[config.mk]
export PLATFORM = sky130hd
export DESIGN_NAME = iff_8svx_chunk_parser_top
export DESIGN_NICKNAME = d
export VERILOG_FILES = /design/src/hdl/i8svx_pkg.sv /design/src/hdl/i8svx_parse.sv /design/src/hdl/iff_8svx_chunk_parser_top.sv
export SDC_FILE = /design/constraint.sdc
export NUM_CORES = 1
export LEC_CHECK = 0
export BUFFER_PORTS_ARGS = -buffer_cell sky130_fd_sc_hd__buf_2
export CORE_ASPECT_RATIO = 0.75
export CORE_MARGIN = 8
export CORE_UTILIZATION = 30
export CTS_CLUSTER_SIZE = 16
export DETAILED_ROUTE_END_ITERATION = 10
export PLACE_DENSITY_LB_ADDON = 0.3
export RECOVER_POWER = 50
export SYNTH_ARGS = -nofsm -noshare
export SYNTH_HDL_FRONTEND = slang
export SYNTH_HIERARCHICAL = 1
export SYNTH_SLANG_ARGS = --single-unit
export TNS_END_PERCENT = 1
[constraint.sdc]
create_clock -name clk -period 15.1 [get_ports clk]
set_clock_uncertainty 0.1 [all_clocks]
set_input_delay 1.51 -clock clk [delete_from_list [all_inputs] [get_ports clk]]
set_output_delay 1.51 -clock clk [all_outputs]
set_load 0.01 [all_outputs]
[src/hdl/i8svx_pkg.sv]
`default_nettype none
// ----------------------------------------------------------------------------
// i8svx_pkg
// Types and constants shared by the 8SVX chunk parser modules.
// ----------------------------------------------------------------------------
package i8svx_pkg;

  localparam logic [31:0] TAG_FORM = 32'h464F_524D;
  localparam logic [31:0] TAG_8SVX = 32'h3853_5658;
  localparam logic [31:0] TAG_VHDR = 32'h5648_4452;
  localparam logic [31:0] TAG_BODY = 32'h424F_4459;

  localparam logic [7:0]  SAMPLE_BIAS = 8'd128;
  localparam logic [4:0]  VHDR_LAST   = 5'd17;
  localparam logic [4:0]  COUNT_BYTE  = 5'd3;
  localparam logic [4:0]  RATE_BYTE   = 5'd13;
  localparam logic [4:0]  FIELD_LAST  = 5'd3;
  localparam logic [32:0] POS_MAX     = 33'h1_FFFF_FFFF;
  localparam logic [32:0] FORM_HDR    = 33'd8;

  typedef enum logic [3:0] {
    PH_FORM,
    PH_FLEN,
    PH_TYPE,
    PH_CID,
    PH_CSIZE,
    PH_VHDR,
    PH_SKIP,
    PH_BODY,
    PH_FINISHED,
    PH_BADFORM,
    PH_BADTYPE
  } phase_t;

  localparam logic [1:0] KIND_SAMPLE = 2'd0;
  localparam logic [1:0] KIND_INFO   = 2'd1;
  localparam logic [1:0] KIND_ERROR  = 2'd2;
  localparam logic [1:0] KIND_DONE   = 2'd3;

  localparam logic [2:0] ERR_NONE      = 3'd0;
  localparam logic [2:0] ERR_BAD_FORM  = 3'd1;
  localparam logic [2:0] ERR_BAD_TYPE  = 3'd2;
  localparam logic [2:0] ERR_TRUNCATED = 3'd3;
  localparam logic [2:0] ERR_NO_BODY   = 3'd4;

  typedef struct packed {
    logic [7:0] data_byte;
    logic       last_byte;
  } in_item_t;

  typedef struct packed {
    logic [1:0]        result_kind;
    logic signed [7:0] sample_value;
    logic [15:0]       sample_rate;
    logic [31:0]       sample_count;
    logic [2:0]        error_code;
  } out_item_t;

endpackage
`default_nettype wire

[src/hdl/i8svx_parse.sv]
`default_nettype none
// ----------------------------------------------------------------------------
// i8svx_parse
// Parser state and one-byte step: tag and size fields, VHDR header, BODY
// samples, chunk skipping and the end-of-file verdict.
// ----------------------------------------------------------------------------
module i8svx_parse
  import i8svx_pkg::*;
(
  input  logic      clk,
  input  logic      rst_n,
  input  logic      step,
  input  in_item_t  item,
  output logic      res_valid,
  output out_item_t res
);

  phase_t      phase_r, phase_nxt;
  logic [4:0]  cnt_r, cnt_nxt;
  logic [31:0] tag_r, tag_nxt;
  logic [31:0] rem_r, rem_nxt;
  logic [32:0] fend_r, fend_nxt;
  logic [32:0] pos_r, pos_nxt;
  logic [31:0] count_r, count_nxt;
  logic [15:0] rate_r, rate_nxt;
  logic        body_r, body_nxt;

  logic [31:0] tag_sh;
  logic [31:0] rem_sh;
  logic [31:0] rem_dec;
  logic [4:0]  cnt_inc;
  phase_t      done_phase;
  logic [1:0]  kind;
  logic [7:0]  sv;
  logic [2:0]  code;
  logic        has_res;

  always_ff @(posedge clk) begin
    if (!rst_n) begin
      phase_r <= PH_FORM;
      cnt_r   <= '0;
      tag_r   <= '0;
      rem_r   <= '0;
      fend_r  <= '0;
      pos_r   <= '0;
      count_r <= '0;
      rate_r  <= '0;
      body_r  <= 1'b0;
    end else if (step) begin
      phase_r <= phase_nxt;
      cnt_r   <= cnt_nxt;
      tag_r   <= tag_nxt;
      rem_r   <= rem_nxt;
      fend_r  <= fend_nxt;
      pos_r   <= pos_nxt;
      count_r <= count_nxt;
      rate_r  <= rate_nxt;
      body_r  <= body_nxt;
    end
  end

  always_comb begin
    tag_sh     = {tag_r[23:0], item.data_byte};
    rem_sh     = {rem_r[23:0], item.data_byte};
    rem_dec    = (rem_r != '0) ? (rem_r - 32'd1) : rem_r;
    cnt_inc    = cnt_r + 5'd1;
    pos_nxt    = (pos_r != POS_MAX) ? (pos_r + 33'd1) : pos_r;
    done_phase = (pos_nxt >= fend_r) ? PH_FINISHED : PH_CID;

    phase_nxt = phase_r;
    cnt_nxt   = cnt_r;
    tag_nxt   = tag_r;
    rem_nxt   = rem_r;
    fend_nxt  = fend_r;
    count_nxt = count_r;
    rate_nxt  = rate_r;
    body_nxt  = body_r;
    has_res   = 1'b0;
    kind      = KIND_SAMPLE;
    sv        = '0;
    code      = ERR_NONE;

    case (phase_r)
      PH_FORM, PH_TYPE, PH_CID: begin
        tag_nxt = tag_sh;
        cnt_nxt = cnt_inc;
        if (cnt_r == FIELD_LAST) begin
          cnt_nxt = '0;
          if (phase_r == PH_FORM) begin
            phase_nxt = (tag_sh != TAG_FORM) ? PH_BADFORM : PH_FLEN;
          end else if (phase_r == PH_TYPE) begin
            phase_nxt = (tag_sh != TAG_8SVX) ? PH_BADTYPE : done_phase;
          end else begin
            phase_nxt = PH_CSIZE;
          end
        end
      end
      PH_FLEN, PH_CSIZE: begin
        rem_nxt = rem_sh;
        cnt_nxt = cnt_inc;
        if (cnt_r == FIELD_LAST) begin
          cnt_nxt = '0;
          if (phase_r == PH_FLEN) begin
            fend_nxt  = {1'b0, rem_sh} + FORM_HDR;
            phase_nxt = PH_TYPE;
          end else if (tag_r == TAG_VHDR) begin
            phase_nxt = PH_VHDR;
          end else if (tag_r == TAG_BODY) begin
            body_nxt  = 1'b1;
            phase_nxt = (rem_sh != '0) ? PH_BODY : done_phase;
          end else begin
            phase_nxt = (rem_sh != '0) ? PH_SKIP : done_phase;
          end
        end
      end
      PH_VHDR: begin
        tag_nxt = tag_sh;
        rem_nxt = rem_dec;
        if (cnt_r == COUNT_BYTE) begin
          count_nxt = tag_sh;
        end
        if (cnt_r == RATE_BYTE) begin
          rate_nxt = tag_sh[15:0];
          has_res  = 1'b1;
          kind     = KIND_INFO;
        end
        cnt_nxt = cnt_inc;
        if (cnt_r == VHDR_LAST) begin
          cnt_nxt   = '0;
          phase_nxt = (rem_dec != '0) ? PH_SKIP : done_phase;
        end
      end
      PH_SKIP, PH_BODY: begin
        if (phase_r == PH_BODY) begin
          sv      = item.data_byte - SAMPLE_BIAS;
          has_res = 1'b1;
          kind    = KIND_SAMPLE;
        end
        rem_nxt = rem_dec;
        if (rem_dec == '0) begin
          cnt_nxt   = '0;
          phase_nxt = done_phase;
        end
      end
      default: begin
      end
    endcase

    if (item.last_byte) begin
      if (!(has_res && kind == KIND_SAMPLE)) begin
        sv = '0;
      end
      case (phase_nxt)
        PH_BADFORM:  code = ERR_BAD_FORM;
        PH_BADTYPE:  code = ERR_BAD_TYPE;
        PH_FINISHED: code = body_nxt ? ERR_NONE : ERR_NO_BODY;
        default:     code = ERR_TRUNCATED;
      endcase
      has_res = 1'b1;
      kind    = (code == ERR_NONE) ? KIND_DONE : KIND_ERROR;
    end

    res_valid        = has_res;
    res.result_kind  = kind;
    res.sample_value = sv;
    res.sample_rate  = rate_nxt;
    res.sample_count = count_nxt;
    res.error_code   = code;

    if (item.last_byte) begin
      phase_nxt = PH_FORM;
      cnt_nxt   = '0;
      tag_nxt   = '0;
      rem_nxt   = '0;
      fend_nxt  = '0;
      pos_nxt   = '0;
      count_nxt = '0;
      rate_nxt  = '0;
      body_nxt  = 1'b0;
    end
  end

endmodule
`default_nettype wire

[src/hdl/iff_8svx_chunk_parser_top.sv]
`default_nettype none
// ----------------------------------------------------------------------------
// iff_8svx_chunk_parser_top
// Byte-stream parser for IFF 8SVX files.
//
// Input channel in_*: one file byte per transfer, with last_byte set on the
// final byte of the file. Output channel out_*: at most one result per byte:
// a signed sample for each BODY byte, format info once per VHDR header, and
// a done or error verdict on the last byte. After the last byte the parser
// starts over for the next file.
// A byte is registered in the input register at its transfer, and its result
// is loaded from the parser into the output register when the parser steps.
// Throughput: one byte per cycle, set by the parser's state update, while
// out_stall does not block a pending result.
// A stalled result holds in the output register; the parser keeps working
// while the output register is free or being drained, and a full input
// register raises in_stall only while out_stall blocks a pending result.
// Reset clears the parser state and both valid flags; in_stall is low.
// ----------------------------------------------------------------------------
module iff_8svx_chunk_parser_top
  import i8svx_pkg::*;
(
  input  logic      clk,
  input  logic      rst_n,
  input  logic      in_valid,
  output logic      in_stall,
  input  in_item_t  in_data,
  output logic      out_valid,
  input  logic      out_stall,
  output out_item_t out_data
);

  logic      s1_valid_r;
  in_item_t  s1_item_r;
  logic      out_valid_r;
  out_item_t out_item_r;

  logic      out_free;
  logic      adv;
  logic      res_valid;
  out_item_t res;

  assign out_free = !out_valid_r || !out_stall;
  assign adv      = s1_valid_r && out_free;
  assign in_stall = s1_valid_r && !out_free;

  i8svx_parse u_parse (
    .clk       (clk),
    .rst_n     (rst_n),
    .step      (adv),
    .item      (s1_item_r),
    .res_valid (res_valid),
    .res       (res)
  );

  always_ff @(posedge clk) begin
    if (!rst_n) begin
      s1_valid_r <= 1'b0;
    end else if (!in_stall) begin
      s1_valid_r <= in_valid;
    end
  end

  always_ff @(posedge clk) begin
    if (in_valid && !in_stall) begin
      s1_item_r <= in_data;
    end
  end

  always_ff @(posedge clk) begin
    if (!rst_n) begin
      out_valid_r <= 1'b0;
    end else if (out_free) begin
      out_valid_r <= adv && res_valid;
    end
  end

  always_ff @(posedge clk) begin
    if (adv && res_valid) begin
      out_item_r <= res;
    end
  end

  assign out_valid = out_valid_r;
  assign out_data  = out_item_r;

endmodule
`default_nettype wire

==> reports/summary.log <==
[power] static leakage power 5.49 nW
[floorplanning] Die Height 204 µm
[clock_network] post-CTS setup buffer count 0
[clock_network] # hold bufs at CTS 0
[clock_network] CTS root buffer sky130_fd_sc_hd__clkbuf_16
[floorplanning] Core Footprint 46200 µm²
[logic_synthesis] flops & latches, synth 260
[floorplanning] die area 54300 µm²
[logic_synthesis] post-synthesis compound-gate area fraction 16.9%
[final_layout] area added between synthesis and finish 11.4%
[clock_network] Num Clock Sinks 260
[critical_path] cells traversed along the worst timing path clkbuf_1 > clkbuf_1 > o21ai_0 > a31oi_1
[critical_path] cell type with the highest occurrence count on the critical path sky130_fd_sc_hd__clkbuf_1
[outcome] outcome finished, violations left
[placement] gp weighted congestion 0.889
[logic_synthesis] leading post-synthesis cells by instance count 190 x sky130_fd_sc_hd__dfxtp_1, 161 x sky130_fd_sc_hd__nor2b_1, 141 x sky130_fd_sc_hd__a22oi_1
[detailed_routing] total DRC errors in the routed layout 0
[detailed_routing] Routed WL per cell 18.6 µm
[logic_synthesis] post-synthesis simple-gate area fraction 23.9%
[final_layout] post-layout instance count excluding filler cells 2208
[critical_path] startpoint type of the worst setup path primary input
[clock_network] Bufs on Longest Clock Path 3
[critical_path] count of buffering cells on the critical path with inverters included 2
[detailed_routing] Post-DRT Antenna Nets 0
[placement] port buffer count 75
[detailed_routing] routed wire length 41100 µm
[timing] unrepaired setup endpoints after global routing no
[placement] placed instance count 2154
[logic_synthesis] largest family of logic cells by synthesized area simple AND/OR/NAND/NOR gates
[final_layout] share of the core filled with cells 34.0%
[critical_path] Critical Path Slowest Stage Cell sky130_fd_sc_hd__clkbuf_1
[timing] final max-slew violation count 268
[final_layout] Nets 1607
[logic_synthesis] area fraction of the dominant cell type after synthesis 27.0%
[grt] global-route wire length before repair 64600 µm
[final_layout] share of cells above drive strength 1 8.43%
[detailed_routing] total vias in the final route 11643
[clock_network] Num CTS Buffers 29
[grt] met3 demand-to-capacity share in global routing 2.60%
[logic_synthesis] warnings from Yosys 6
[timing] upper clock frequency limit 0.139 GHz
[clock_network] maximum level of the CTS H-tree 1
[grt] GRT busiest layer met1
[logic_synthesis] ys flop type sky130_fd_sc_hd__dfxtp_1
[timing] post-route minimum period 7.18 ns
[timing] Setup Total Neg Slack 0 ns
[grt] via count of the first global-routing pass 10920
[timing] Final Hold Fails 0
[outcome] violations in the final reports capacitance limit, slew limit
[timing] Final period util 47.5%
[logic_synthesis] mapped cell area 14100 µm²
[grt] largest net degree at the start of global routing 116
[grt] initial antenna violation count 1
[clock_network] CTS tree built
[job] count of max-cap constraint violations 4
[logic_synthesis] synthesized netlist net count 1600
[logic_synthesis] sequential element share of the synthesized area 41.9%
[detailed_routing] DR pass1 iterations 5
[detailed_routing] Initial DRC Count 1018
[critical_path] Data arrival, critical path 7.54 ns
[logic_synthesis] number of distinct library cell variants in the gate-level netlist after synthesis 86
[critical_path] largest fanout on the critical path 115
[timing] Worst-Margin Slew 4.15 ns
[floorplanning] I/O pins 76
[placement] detailed-placement wirelength estimate 27300 µm
[power] PnR Total Power 1.51 mW
[logic_synthesis] adder-cell share of the synthesized area 3.46%
[timing] minimum hold slack 0.402 ns
[logic_synthesis] largest area contributor in the netlist sky130_fd_sc_hd__dfxtp_1
[critical_path] required time at the worst-slack endpoint 15.46 ns
[grt] GRT Residual Overflow 0
[critical_path] largest stage delay on the critical path 3.02 ns
[grt] GRT Util Overall 14.6%
[logic_synthesis] number of flops mapped to enable cells by yosys 70
[logic_synthesis] leading post-synthesis cells by cell area sky130_fd_sc_hd__dfxtp_1 27%, sky130_fd_sc_hd__edfxtp_1 15%, sky130_fd_sc_hd__a22oi_1 7.5%
[final_layout] filler instances 4743
[grt] global routing met1 resource utilization 23.0%
[critical_path] critical path class primary input to register
[clock_network] count of instances resized after the clock tree is built 0
[clock_network] clock slew at the register clock pins of the worst setup and hold paths 0.06 ns
[min_path] worst hold path class register to register
[power] power per cell area 95.9 nW/µm²
[power] peak ir drop on the vdd network 0.0795 mV
[timing] Relative slew margins -177%
[logic_synthesis] Gate Count Post-Synth 1548
[clock_network] insertion delay of the later-clocked pin in the worst-skew pair 0.57 ns
[logic_synthesis] most repeated cell in the gate-level netlist after synthesis sky130_fd_sc_hd__dfxtp_1
[critical_path] endpoint type of the worst setup path register
[logic_synthesis] post-synthesis average cell area 9.11 µm²
[floorplanning] Starting Density 30.5%
[logic_synthesis] async set-reset flop share out of synthesis 0%
[logic_synthesis] multiplexer area fraction after synthesis 4.47%
[final_layout] final antenna diode count 0
[grt] global-route track usage on met2 20.1%
[timing] Setup violations, final 0
[detailed_routing] Via-to-Cell Ratio 5.27
[floorplanning] width of the die 266 µm
[floorplanning] Placement Rows 68
[logic_synthesis] Post-Synth XOR/XNOR Area 3.85%
[critical_path] critical path's top delay family buffers and inverters
-- kinds of logic after synthesis --
family | Yosys count
AO/OA/AOI/OAI | 356
XOR/XNOR | 62
adder cells (fa/ha/maj) | 39
buffers and inverters | 175
flip-flops | 260
multiplexers | 57
AND/OR/NAND/NOR | 599
-- worst min-delay path: cells and delay by family (launching register included) --
kind             cells  cell delay (ns)
DFF                  1             0.34
and+or+nand+nor      1             0.06
muxes                1             0.05
-- path summary, 6_finish.rpt --
kind,startpoint,to,slack [ns],depth (start not counted)
max,rst_n,u_parse/cnt_r[3],7.92,4
max reg2reg,u_parse/pos_r[0],out_data[2],9.12,19
min,u_parse/cnt_r[1],u_parse/cnt_r[1],0.40,2
min reg2reg,u_parse/cnt_r[1],u_parse/cnt_r[1],0.40,2
-- flip-flops by register name, summed over array words and instances (netlist names), 4 cells and up --
name / flops
u_parse/tag_r: 32
out_data: 61
u_parse/pos_r: 33
u_parse/rem_r: 32
u_parse/rate_r: 16
u_parse/count_r: 32
u_parse/phase_r: 4
s1_item_r: 9
u_parse/fend_r: 33
u_parse/cnt_r: 5
-- cells in the final DEF, fill, tap and decap left out, types with 39 or more instances in the layout --
cell type                    n
sky130_fd_sc_hd__a21oi_1    62
sky130_fd_sc_hd__a22oi_1   141
sky130_fd_sc_hd__clkbuf_1   75
sky130_fd_sc_hd__dfxtp_1   190
sky130_fd_sc_hd__edfxtp_1   70
sky130_fd_sc_hd__ha_1       39
sky130_fd_sc_hd__inv_1      57
sky130_fd_sc_hd__nand2_1    88
sky130_fd_sc_hd__nor2_1     80
sky130_fd_sc_hd__nor2b_1   161
sky130_fd_sc_hd__nor3_1     50
sky130_fd_sc_hd__o21ai_0    61
sky130_fd_sc_hd__xnor2_1    39
-- final cells by class --
type,instances,area [µm²],share of cell area (%)
Sequential cell,260,5910,37.6
Clock inverter,15,151,0.964
Clock buffer,39,773,4.92
Timing Repair Buffer,93,423,2.69
Tap cell,630,788,5.02
Inverter,58,218,1.39
Multi-Input combinational cell,1113,7450,47.4
-- stage by stage --
stage | cell area, µm² | setup WS [ns]
2_1_floorplan | 14100 | 9.72
3_3_place_gp | 14900 | 9.54
5_1_grt | 15700 | 7.18
4_1_cts | 15800 | 9.24
3_5_place_dp | 14900 | 9.29
6_report | 15700 | 7.92
-- power by group --
part	internal, mW	leakage [nW]	switching, mW
Clock	0.410	0.459	0.293
Combinational	0.0246	2.78	0.0509
Sequential	0.720	2.25	0.00873
-- metal layers --
layer	share of wire, %	up-vias	wire [µm]
met3	6.2	52	2560
met5	0	-	0
met1	51	5619	21100
met4	1.8	0	723
li1	-	5626	-
met2	41	346	16700
(Power assumes the default switching activity.)
